File: config.mk
export PLATFORM = sky130hd
export DESIGN_NAME = half_duplex_serial_xcvr_fifo_core
export DESIGN_NICKNAME = d
export VERILOG_FILES = /design/src/rtl/core/hdsx_pkg.sv /design/src/rtl/core/hdsx_ram.sv /design/src/rtl/core/hdsx_front.sv /design/src/rtl/core/hdsx_back.sv /design/src/rtl/core/half_duplex_serial_xcvr_fifo_core.sv
export SDC_FILE = /design/constraint.sdc
export NUM_CORES = 1
export LEC_CHECK = 0
export BUFFER_PORTS_ARGS = -buffer_cell sky130_fd_sc_hd__buf_2
export CAP_MARGIN = 40
export CELL_PAD_IN_SITES_DETAIL_PLACEMENT = 0
export CELL_PAD_IN_SITES_GLOBAL_PLACEMENT = 1
export CORE_UTILIZATION = 52
export CTS_BUF_LIST = sky130_fd_sc_hd__clkbuf_4
export DETAILED_ROUTE_END_ITERATION = 8
export MAX_ROUTING_LAYER = met4
export PLACE_DENSITY = 0.84
export SKIP_CTS_REPAIR_TIMING = 1
export SYNTH_ARGS = -nofsm -noshare
export SYNTH_HDL_FRONTEND = slang
export SYNTH_HIERARCHICAL = 1
export SYNTH_SLANG_ARGS = --single-unit
File: constraint.sdc
create_clock -name clk_i -period 5.32 [get_ports clk_i]
set_input_delay 1.33 -clock clk_i [delete_from_list [all_inputs] [get_ports clk_i]]
set_output_delay 1.33 -clock clk_i [all_outputs]
set_load 0.1 [all_outputs]
File: src/rtl/core/hdsx_pkg.sv
// Shared types and constants of the half-duplex serial transceiver with receive FIFO.
package hdsx_pkg;

  // Default receive FIFO depth.
  localparam int unsigned FIFO_DEPTH = 32;

  // Register reset values and fixed limits.
  localparam logic [15:0] BIT_TICKS_RST    = 16'd102;
  localparam logic [15:0] SETTLE_TICKS_RST = 16'd400;
  localparam logic [15:0] MIN_BIT_TICKS    = 16'd2;
  localparam logic [3:0]  BITS_PER_FRAME   = 4'd8;
  localparam int unsigned FILL_W           = 5;
  localparam int unsigned APB_DATA_W       = 32;
  localparam int unsigned APB_ADDR_W       = 3;

  // Host request codes.
  typedef enum logic [1:0] {
    REQ_TICK  = 2'd0,
    REQ_SEND  = 2'd1,
    REQ_READ  = 2'd2,
    REQ_FLUSH = 2'd3
  } hdsx_req_e;

  // Result status codes.
  typedef enum logic [1:0] {
    STATUS_OK    = 2'd0,
    STATUS_BUSY  = 2'd1,
    STATUS_EMPTY = 2'd2
  } hdsx_status_e;

  // Configuration register indexes.
  typedef enum logic {
    REG_BIT_TICKS    = 1'b0,
    REG_SETTLE_TICKS = 1'b1
  } hdsx_reg_e;

  // Receiver phases.
  typedef enum logic [1:0] {
    RX_IDLE = 2'd0,
    RX_HALF = 2'd1,
    RX_DATA = 2'd2,
    RX_STOP = 2'd3
  } hdsx_rx_phase_e;

  // Transmitter phases.
  typedef enum logic [2:0] {
    TX_IDLE   = 3'd0,
    TX_SETTLE = 3'd1,
    TX_START  = 3'd2,
    TX_DATA   = 3'd3,
    TX_GUARD  = 3'd4
  } hdsx_tx_phase_e;

  // Input transaction payload.
  typedef struct packed {
    logic [1:0] req_type;
    logic       line_in;
    logic [7:0] tx_byte;
  } hdsx_req_t;

  // Result transaction payload.
  typedef struct packed {
    logic       line_out;
    logic       line_drive;
    logic       tx_select;
    logic [7:0] read_byte;
    logic [4:0] fill_count;
    logic [1:0] status;
  } hdsx_rsp_t;

  // Classified operation passed from the front end to the back end.
  typedef struct packed {
    hdsx_req_e  kind;
    logic       line;
    logic [7:0] data;
  } hdsx_op_t;

  // Configuration values seen by the back end.
  typedef struct packed {
    logic [15:0] bit_ticks;
    logic [15:0] settle_ticks;
  } hdsx_cfg_t;

endpackage

File: src/rtl/core/hdsx_ram.sv
// Generic single-write, single-read RAM with registered read data.
module hdsx_ram #(
  parameter int unsigned Width = 8,
  parameter int unsigned Depth = 32
) (
  input  logic                     clk_i,
  input  logic                     we_i,
  input  logic [$clog2(Depth)-1:0] waddr_i,
  input  logic [Width-1:0]         wdata_i,
  input  logic                     re_i,
  input  logic [$clog2(Depth)-1:0] raddr_i,
  output logic [Width-1:0]         rdata_o
);

  logic [Width-1:0] mem_q [Depth];
  logic [Width-1:0] rdata_q;

  // Write port.
  always_ff @(posedge clk_i) begin
    if (we_i) begin
      mem_q[waddr_i] <= wdata_i;
    end
  end

  // Read port; the data holds until the next read.
  always_ff @(posedge clk_i) begin
    if (re_i) begin
      rdata_q <= mem_q[raddr_i];
    end
  end

  assign rdata_o = rdata_q;

endmodule

File: src/rtl/core/hdsx_front.sv
// Front end: accepts host transactions, classifies them and queues them for the back end.
module hdsx_front import hdsx_pkg::*; (
  input  logic      clk_i,
  input  logic      rst_ni,
  input  logic      in_valid_i,
  output logic      in_stall_o,
  input  hdsx_req_t in_data_i,
  output logic      op_valid_o,
  input  logic      op_take_i,
  output hdsx_op_t  op_o
);

  hdsx_op_t   queue_q [2];
  logic       wr_ptr_q, wr_ptr_d;
  logic       rd_ptr_q, rd_ptr_d;
  logic [1:0] count_q, count_d;
  logic       push;
  hdsx_op_t   op_new;

  // Classify the incoming request.
  always_comb begin
    op_new.kind = hdsx_req_e'(in_data_i.req_type);
    op_new.line = in_data_i.line_in;
    op_new.data = in_data_i.tx_byte;
  end

  assign in_stall_o = (count_q == 2'd2);
  assign push       = in_valid_i && !in_stall_o;
  assign op_valid_o = (count_q != 2'd0);
  assign op_o       = queue_q[rd_ptr_q];

  // Queue pointer and occupancy update.
  always_comb begin
    wr_ptr_d = push ? !wr_ptr_q : wr_ptr_q;
    rd_ptr_d = op_take_i ? !rd_ptr_q : rd_ptr_q;
    unique case ({push, op_take_i})
      2'b10:   count_d = count_q + 2'd1;
      2'b01:   count_d = count_q - 2'd1;
      default: count_d = count_q;
    endcase
  end

  always_ff @(posedge clk_i or negedge rst_ni) begin
    if (!rst_ni) begin
      wr_ptr_q <= 1'b0;
      rd_ptr_q <= 1'b0;
      count_q  <= 2'd0;
    end else begin
      wr_ptr_q <= wr_ptr_d;
      rd_ptr_q <= rd_ptr_d;
      count_q  <= count_d;
    end
  end

  // Queue storage.
  always_ff @(posedge clk_i) begin
    if (push) begin
      queue_q[wr_ptr_q] <= op_new;
    end
  end

endmodule

File: src/rtl/core/hdsx_back.sv
// Back end: receiver, transmitter and FIFO state update, with the result register.
module hdsx_back import hdsx_pkg::*; #(
  parameter int unsigned FifoDepth = FIFO_DEPTH
) (
  input  logic      clk_i,
  input  logic      rst_ni,
  input  hdsx_cfg_t cfg_i,
  input  logic      op_valid_i,
  output logic      op_take_o,
  input  hdsx_op_t  op_i,
  output logic      out_valid_o,
  input  logic      out_stall_i,
  output hdsx_rsp_t out_data_o
);

  localparam int unsigned PtrW  = $clog2(FifoDepth);
  localparam int unsigned CntW  = PtrW + 1;
  localparam int unsigned DiffW = (CntW > FILL_W) ? CntW : FILL_W;

  logic [PtrW-1:0] wp_q, wp_d, rp_q, rp_d, wp_inc, rp_inc;
  hdsx_rx_phase_e  rx_phase_q, rx_phase_d;
  hdsx_tx_phase_e  tx_phase_q, tx_phase_d;
  logic [15:0]     rx_timer_q, rx_timer_d, tx_timer_q, tx_timer_d;
  logic [3:0]      rx_cnt_q, rx_cnt_d, tx_cnt_q, tx_cnt_d;
  logic [7:0]      rx_shift_q, rx_shift_d, tx_shift_q, tx_shift_d;
  logic            line_prev_q, line_prev_d;
  logic            out_valid_q, pop_q;
  hdsx_rsp_t       rsp_q, rsp_d;
  hdsx_status_e    status;
  logic            fire, push, pop;
  logic [15:0]     bit_len, half_len, rx_dec, tx_dec;
  logic [3:0]      rx_cnt_inc, tx_cnt_inc;
  logic [DiffW-1:0] wp_ext, rp_ext, fill;
  logic [7:0]      ram_rdata;

  // A transaction leaves the queue when the result register is free next cycle.
  assign fire      = op_valid_i && (!out_valid_q || !out_stall_i);
  assign op_take_o = fire;

  // Bit timing derived from configuration.
  assign bit_len  = (cfg_i.bit_ticks < MIN_BIT_TICKS) ? MIN_BIT_TICKS : cfg_i.bit_ticks;
  assign half_len = bit_len >> 1;
  assign rx_dec   = (rx_timer_q != 16'd0) ? rx_timer_q - 16'd1 : rx_timer_q;
  assign tx_dec   = (tx_timer_q != 16'd0) ? tx_timer_q - 16'd1 : tx_timer_q;
  assign rx_cnt_inc = rx_cnt_q + 4'd1;
  assign tx_cnt_inc = tx_cnt_q + 4'd1;

  // Ring pointer increments wrap at the FIFO depth.
  assign wp_inc = (wp_q == PtrW'(FifoDepth - 1)) ? '0 : wp_q + PtrW'(1);
  assign rp_inc = (rp_q == PtrW'(FifoDepth - 1)) ? '0 : rp_q + PtrW'(1);

  // Next-state logic for one operation.
  always_comb begin
    wp_d        = wp_q;
    rp_d        = rp_q;
    rx_phase_d  = rx_phase_q;
    tx_phase_d  = tx_phase_q;
    rx_timer_d  = rx_timer_q;
    tx_timer_d  = tx_timer_q;
    rx_cnt_d    = rx_cnt_q;
    tx_cnt_d    = tx_cnt_q;
    rx_shift_d  = rx_shift_q;
    tx_shift_d  = tx_shift_q;
    line_prev_d = line_prev_q;
    status      = STATUS_OK;
    push        = 1'b0;
    pop         = 1'b0;
    if (fire) begin
      unique case (op_i.kind)
        REQ_TICK: begin
          line_prev_d = op_i.line;
          if (tx_phase_q != TX_IDLE) begin
            // Transmitter owns the tick; the receiver is frozen.
            tx_timer_d = tx_dec;
            if (tx_dec == 16'd0) begin
              unique case (tx_phase_q)
                TX_SETTLE: begin
                  tx_phase_d = TX_START;
                  tx_timer_d = bit_len;
                end
                TX_START: begin
                  tx_phase_d = TX_DATA;
                  tx_cnt_d   = 4'd0;
                  tx_timer_d = bit_len;
                end
                TX_DATA: begin
                  tx_cnt_d   = tx_cnt_inc;
                  tx_timer_d = bit_len;
                  if (tx_cnt_inc >= BITS_PER_FRAME) begin
                    tx_phase_d = TX_GUARD;
                  end
                end
                default: begin
                  tx_phase_d = TX_IDLE;
                  tx_timer_d = 16'd0;
                end
              endcase
            end
          end else if (rx_phase_q == RX_IDLE) begin
            // A rising line edge starts a reception.
            if (op_i.line && !line_prev_q) begin
              rx_phase_d = RX_HALF;
              rx_timer_d = half_len;
              rx_cnt_d   = 4'd0;
              rx_shift_d = 8'd0;
            end
          end else begin
            rx_timer_d = rx_dec;
            if (rx_dec == 16'd0) begin
              unique case (rx_phase_q)
                RX_HALF: begin
                  rx_phase_d = RX_DATA;
                  rx_timer_d = bit_len;
                end
                RX_DATA: begin
                  if (op_i.line) begin
                    rx_shift_d[rx_cnt_q[2:0]] = 1'b1;
                  end
                  rx_cnt_d   = rx_cnt_inc;
                  rx_timer_d = bit_len;
                  if (rx_cnt_inc >= BITS_PER_FRAME) begin
                    rx_phase_d = RX_STOP;
                  end
                end
                RX_STOP: begin
                  push       = 1'b1;
                  rx_phase_d = RX_IDLE;
                  rx_timer_d = 16'd0;
                end
                default: begin
                  rx_phase_d = rx_phase_q;
                end
              endcase
            end
          end
        end
        REQ_SEND: begin
          if (tx_phase_q != TX_IDLE || rx_phase_q != RX_IDLE) begin
            status = STATUS_BUSY;
          end else begin
            tx_shift_d = op_i.data;
            tx_cnt_d   = 4'd0;
            if (cfg_i.settle_ticks != 16'd0) begin
              tx_phase_d = TX_SETTLE;
              tx_timer_d = cfg_i.settle_ticks;
            end else begin
              tx_phase_d = TX_START;
              tx_timer_d = bit_len;
            end
          end
        end
        REQ_READ: begin
          if (wp_q == rp_q) begin
            status = STATUS_EMPTY;
          end else begin
            pop  = 1'b1;
            rp_d = rp_inc;
          end
        end
        REQ_FLUSH: begin
          rp_d = wp_q;
        end
      endcase
    end
    // A push onto a full ring drops the oldest byte.
    if (push) begin
      wp_d = wp_inc;
      if (wp_inc == rp_q) begin
        rp_d = rp_inc;
      end
    end
  end

  // Result fields from the state after the operation.
  always_comb begin
    wp_ext = DiffW'(wp_d);
    rp_ext = DiffW'(rp_d);
    if (wp_d >= rp_d) begin
      fill = wp_ext - rp_ext;
    end else begin
      fill = wp_ext + DiffW'(FifoDepth) - rp_ext;
    end
    rsp_d            = '0;
    rsp_d.tx_select  = (tx_phase_d == TX_SETTLE) || (tx_phase_d == TX_START) ||
                       (tx_phase_d == TX_DATA);
    rsp_d.line_drive = (tx_phase_d == TX_START) || (tx_phase_d == TX_DATA);
    if (tx_phase_d == TX_START) begin
      rsp_d.line_out = 1'b1;
    end else if (tx_phase_d == TX_DATA) begin
      rsp_d.line_out = tx_shift_d[tx_cnt_d[2:0]];
    end
    rsp_d.fill_count = fill[FILL_W-1:0];
    rsp_d.status     = status;
  end

  // Control state.
  always_ff @(posedge clk_i or negedge rst_ni) begin
    if (!rst_ni) begin
      wp_q        <= '0;
      rp_q        <= '0;
      rx_phase_q  <= RX_IDLE;
      tx_phase_q  <= TX_IDLE;
      rx_timer_q  <= 16'd0;
      tx_timer_q  <= 16'd0;
      rx_cnt_q    <= 4'd0;
      tx_cnt_q    <= 4'd0;
      line_prev_q <= 1'b0;
      out_valid_q <= 1'b0;
      pop_q       <= 1'b0;
    end else begin
      wp_q        <= wp_d;
      rp_q        <= rp_d;
      rx_phase_q  <= rx_phase_d;
      tx_phase_q  <= tx_phase_d;
      rx_timer_q  <= rx_timer_d;
      tx_timer_q  <= tx_timer_d;
      rx_cnt_q    <= rx_cnt_d;
      tx_cnt_q    <= tx_cnt_d;
      line_prev_q <= line_prev_d;
      if (fire) begin
        out_valid_q <= 1'b1;
        pop_q       <= pop;
      end else if (!out_stall_i) begin
        out_valid_q <= 1'b0;
      end
    end
  end

  // Shift registers and the result register.
  always_ff @(posedge clk_i) begin
    rx_shift_q <= rx_shift_d;
    tx_shift_q <= tx_shift_d;
    if (fire) begin
      rsp_q <= rsp_d;
    end
  end

  // Receive FIFO storage; a pop reads the entry at the old read pointer.
  hdsx_ram #(
    .Width (8),
    .Depth (FifoDepth)
  ) u_ram (
    .clk_i   (clk_i),
    .we_i    (push),
    .waddr_i (wp_q),
    .wdata_i (rx_shift_q),
    .re_i    (pop),
    .raddr_i (rp_q),
    .rdata_o (ram_rdata)
  );

  // The popped byte arrives from the RAM alongside the registered result.
  always_comb begin
    out_data_o           = rsp_q;
    out_data_o.read_byte = pop_q ? ram_rdata : 8'd0;
  end

  assign out_valid_o = out_valid_q;

endmodule

File: src/rtl/core/half_duplex_serial_xcvr_fifo_core.sv
// Top level of the half-duplex serial transceiver with receive FIFO.
// A request is registered in the front-end queue, and its result in the back-end result register.
// Throughput: one request per cycle unless the output stalls and the queue fills, set by the back-end update.
// A two-entry queue between front and back end absorbs output stalls.
// Reset clears all control state and loads bit_ticks 102 and settle_ticks 400.
// The FIFO storage is not cleared; no entry is read before it is written.
module half_duplex_serial_xcvr_fifo_core import hdsx_pkg::*; #(
  parameter int unsigned FifoDepth = FIFO_DEPTH
) (
  input  logic                  clk_i,
  input  logic                  rst_ni,
  input  logic                  in_valid_i,
  output logic                  in_stall_o,
  input  hdsx_req_t             in_data_i,
  output logic                  out_valid_o,
  input  logic                  out_stall_i,
  output hdsx_rsp_t             out_data_o,
  input  logic                  psel,
  input  logic                  penable,
  input  logic                  pwrite,
  input  logic [APB_ADDR_W-1:0] paddr,
  input  logic [APB_DATA_W-1:0] pwdata,
  output logic [APB_DATA_W-1:0] prdata,
  output logic                  pready
);

  hdsx_cfg_t cfg_q, cfg_d;
  hdsx_reg_e reg_sel;
  logic      cfg_wr;
  logic      op_valid, op_take;
  hdsx_op_t  op;

  // Configuration register file.
  assign pready  = 1'b1;
  assign reg_sel = hdsx_reg_e'(paddr[2]);
  assign cfg_wr  = psel && penable && pwrite && pready;

  always_comb begin
    cfg_d = cfg_q;
    if (cfg_wr) begin
      unique case (reg_sel)
        REG_BIT_TICKS:    cfg_d.bit_ticks    = pwdata[15:0];
        REG_SETTLE_TICKS: cfg_d.settle_ticks = pwdata[15:0];
      endcase
    end
  end

  always_comb begin
    unique case (reg_sel)
      REG_BIT_TICKS:    prdata = APB_DATA_W'(cfg_q.bit_ticks);
      REG_SETTLE_TICKS: prdata = APB_DATA_W'(cfg_q.settle_ticks);
    endcase
  end

  always_ff @(posedge clk_i or negedge rst_ni) begin
    if (!rst_ni) begin
      cfg_q.bit_ticks    <= BIT_TICKS_RST;
      cfg_q.settle_ticks <= SETTLE_TICKS_RST;
    end else begin
      cfg_q <= cfg_d;
    end
  end

  // Front end with the operation queue.
  hdsx_front u_front (
    .clk_i      (clk_i),
    .rst_ni     (rst_ni),
    .in_valid_i (in_valid_i),
    .in_stall_o (in_stall_o),
    .in_data_i  (in_data_i),
    .op_valid_o (op_valid),
    .op_take_i  (op_take),
    .op_o       (op)
  );

  // Back end with the line state machines and the FIFO.
  hdsx_back #(
    .FifoDepth (FifoDepth)
  ) u_back (
    .clk_i       (clk_i),
    .rst_ni      (rst_ni),
    .cfg_i       (cfg_q),
    .op_valid_i  (op_valid),
    .op_take_o   (op_take),
    .op_i        (op),
    .out_valid_o (out_valid_o),
    .out_stall_i (out_stall_i),
    .out_data_o  (out_data_o)
  );

  // The back end only takes operations that the queue holds.
  assert property (@(posedge clk_i) disable iff (!rst_ni) op_take |-> op_valid)
    else $error("back end took an operation from an empty queue");

  // A transaction accepted into an empty queue is visible to the back end on the next cycle.
  assert property (@(posedge clk_i) disable iff (!rst_ni)
    (in_valid_i && !in_stall_o && !op_valid) |=> op_valid)
    else $error("accepted transaction did not reach the back end");

  // Without a pending operation, a delivered result leaves the output empty.
  assert property (@(posedge clk_i) disable iff (!rst_ni)
    (out_valid_o && !out_stall_i && !op_valid) |=> !out_valid_o)
    else $error("result appeared without an operation");

  // The line is only driven while transmit is selected.
  assert property (@(posedge clk_i) disable iff (!rst_ni)
    (out_valid_o && out_data_o.line_drive) |-> out_data_o.tx_select)
    else $error("line driven while receive is selected");

endmodule
==> metrics <==
Clock Power Share=0.277; FILL cells=between 2,000 and 3,000; Root Buffer=clkbuf_4; Final #Nets=1,533; #FFs+latches synth=406; Critical Path Fanout Max=8; CP arrival=5300 ps; Syn. warnings=6; Sw Share=0.358; RSZ-0062 raised after global routing=no; Synth cell types=89; CP top delay family=simple AND/OR/NAND/NOR gates; Leak Pwr=0.00784 µW; Finished Cell Area=21,400 µm²; WP depth=14; vias in the first global route=12,072; Max Cap Viol=0; cells on worst reg2reg path=14; sequential share of the synthesized area=0.613; combinational fraction of design power=0.285; final setup TNS=0 ps; vias per inst=around 5.9; Post-synth EDFFs=304; row count=69; H-tree levels=3; first-pass GRT wire length=66,400 µm; drt pass-1 iters=9; I/O Buffers=70; initial core utilization=0.532; Max clock buf depth=3; RR Endpoint=u_back/out_data_o[6]; P_int=approximately 6000 µW; Congestion Overflow GR=0; dpl hpwl=around 29,000 µm; initial drt markers=between 800 and 900; total track usage=0.243; Clock Pin Slew Worst Setup and Hold Paths=around 70 ps; initial antenna violation count=1; synthesis-to-layout area growth=12.8%; multi-input combinational cell area=6830 µm²; maximum number of pins on one net before global-route repair=just under 60; # IOs=about 110; die height=193 µm; Final Hold Vio Count=0; clock period minus final worst setup slack=4790 ps; DRC Markers=2; mean routed wirelength per cell=21.1 µm; actual slew at the worst max-slew pin=866 ps; Antenna Nets Post-Route=0; R2R Setup Slk=between 500 and 600 ps; Final Cycle Share=0.900; Peak VDD IR=0.000371 V; Post-Synthesis Cell Area=between 15,000 and 20,000 µm²; Crit. End Element=register; Synth Flop Type=edfxtp_1; Die W=just under 200 µm; CP max-delay cell=or4_1; Hold Path Class=primary input to async pin; Core ar.=35,700 µm²; clk sink count=406; vias=roughly 12,000; Post-DP Area=about 20,000 µm²; CP Launch Type=register; final setup vio count=0; WL final=42,300 µm; CTS tree=yes; PD cells=~430 nW/µm²; Die ar.=37,300 µm²; switching power=3300 µW; Mapped Avg Cell Area=~15 µm²; worst r2r src=u_back/rx_timer_q[0]; Rel. slew slack=0.415; GPL Wtd Cong=0.939; worst path required time=roughly 6000 ps; CP peak stage delay=~670 ps; Reg power frac=0.438; Max Fclk=209 MHz; clk_skew=68.1 ps; register area=11,700 µm²; layout cells sized above 1=0.328; Crit path top cell by count=ha_1; Post-synth ARST share=0.232; Crit path buffers/inverters=1; Cells after Synth=1,289; CTS buffer count=103; status=complete, but fails checks; Slew Viols, Final=0; worst-path cell chain=inv_1 -> ha_1 -> or3b_4 -> or4_1 -> and3b_4 -> nor4_4 -> and3b_2 -> nand2_1 -> o41ai_1 -> ha_1 -> nor3_1 -> nor2_1 -> o41ai_2 -> xor3_1; failing checks=DRC; Critical Setup Path Class=register to register; insertion delay to the later sink of the worst-skew pair=800 ps
cells in the mapped netlist (all sizes together) (6+ instances only):
library cell | n | area share
a211o | 6 | 0.0028
a211oi | 35 | 0.014
a21o | 9 | 0.0036
a21oi | 31 | 0.0084
a31oi | 15 | 0.0049
and2 | 16 | 0.0053
and3 | 9 | 0.0030
buf | 45 | 0.017
clkbuf | 34 | 0.0074
dfrtp | 87 | 0.11
dfstp | 7 | 0.0097
dfxtp | 8 | 0.0084
edfxtp | 304 | 0.48
ha | 20 | 0.013
inv | 34 | 0.0067
mux2 | 91 | 0.056
mux2i | 10 | 0.0059
mux4 | 80 | 0.095
nand2 | 69 | 0.014
nand2b | 7 | 0.0023
nand3 | 22 | 0.0058
nand3b | 7 | 0.0028
nand4 | 13 | 0.0059
nor2 | 83 | 0.016
nor2b | 9 | 0.0030
nor3 | 24 | 0.0063
nor4 | 25 | 0.010
o21ai | 34 | 0.0090
o31ai | 17 | 0.0067
o41ai | 8 | 0.0041
or2 | 7 | 0.0023
or3 | 9 | 0.0030
or4 | 7 | 0.0032
xnor2 | 18 | 0.0083
xor2 | 9 | 0.0041
sequential cells by signal, indices dropped and copies added (netlist names):
name                  cells
u_back/wp_q               5
u_back/tx_timer_q        16
u_back/rx_timer_q        16
cfg_q                    32
u_back/pop_q              1
u_back/out_data_o        10
u_front/queue_q          22
u_back/rx_cnt_q           4
u_back/tx_shift_q         8
u_back/rx_shift_q         8
u_back/u_ram/mem_q      256
u_front/rd_ptr_q          1
u_back/rx_phase_q         2
u_back/u_ram/rdata_o      8
u_back/out_valid_o        1
u_back/tx_cnt_q           4
u_back/rp_q               5
u_front/count_q           2
u_back/tx_phase_q         3
u_back/line_prev_q        1
u_front/wr_ptr_q          1
kinds of logic after synthesis:
group,count (synthesis),share of synthesized area
compound gates,204,0.0755
flops,406,0.613
buf+inv,113,0.0307
simple gates,335,0.0971
mux,181,0.157
xor+xnor,28,0.0137
fa+ha+maj,20,0.0132
other cells,2,0.000395
stage by stage:
step                      total power, µW  std cells  setup slack (ps)   util  hold slack [ps]
final                                9220       2006               532  0.600              439
after global routing                 9730       2006               287  0.600              426
after CTS                            9280       2005               553  0.600              399
after detailed placement             6700       1816               572  0.563              456
after global placement               6660       1805               611  0.557              456
after floorplan                      6080       1304              1010      -              437
worst max-delay path by stage:
| stage | start | to | slack, ps |
|---|---|---|---|
| final | u_back/rx_timer_q[0] | u_back/out_data_o[6] | 530 |
| after detailed placement | u_back/rx_timer_q[0] | u_back/out_data_o[6] | 570 |
| after CTS | u_back/rx_timer_q[0] | u_back/u_ram/mem_q[20][6] | 550 |
| after global placement | u_back/rx_timer_q[0] | u_back/out_data_o[6] | 610 |
| after global routing | u_back/rx_timer_q[0] | u_back/out_data_o[6] | 290 |
| after floorplan | out_stall_i | u_back/out_data_o[6] | 1010 |
power by group through the flow:
| stage | logic [µW] | registers [µW] | clock network [µW] |
|---|---|---|---|
| 6_report | 2620 | 4040 | 2550 |
| 5_1_grt | 2850 | 4080 | 2800 |
| 4_1_cts | 2620 | 4030 | 2630 |
| 3_5_place_dp | 2610 | 4100 | 0 |
| 3_3_place_gp | 2580 | 4090 | 0 |
| 2_1_floorplan | 1980 | 4100 | 0 |
metal layers:
metal | part of all wire | track usage | up-vias
met2 | 0.50 | 0.393 | 419
met4 | 0.017 | 0.0820 | 0
met1 | 0.42 | 0.311 | 5951
met5 | 0 | - | -
li1 | - | - | 5473
met3 | 0.056 | 0.0433 | 55
placed cells by master (no fill, tap or decap), drive strengths merged, types with 8 or more instances in the layout:
cell type / instances
a211oi: 35
a21o: 9
a21oi: 31
a31oi: 15
and2: 16
and3: 9
buf: 130
clkbuf: 151
clkinv: 33
conb: 17
dfrtp: 87
dfxtp: 8
edfxtp: 304
ha: 20
inv: 36
mux2: 91
mux2i: 10
mux4: 80
nand2: 69
nand3: 22
nand4: 13
nor2: 83
nor2b: 9
nor3: 24
nor4: 25
o21ai: 34
o31ai: 17
o41ai: 8
or3: 9
xnor2: 18
xor2: 9
area by class of cell:
class,count,area share
tap,461,0.0269
multi-input combinational,785,0.319
clock inverter,38,0.00794
inverter,34,0.00595
timing repair buffer,130,0.0437
antenna,1,0.000117
clock buffer,151,0.0529
sequential,406,0.544
(Power assumes the default switching activity.)
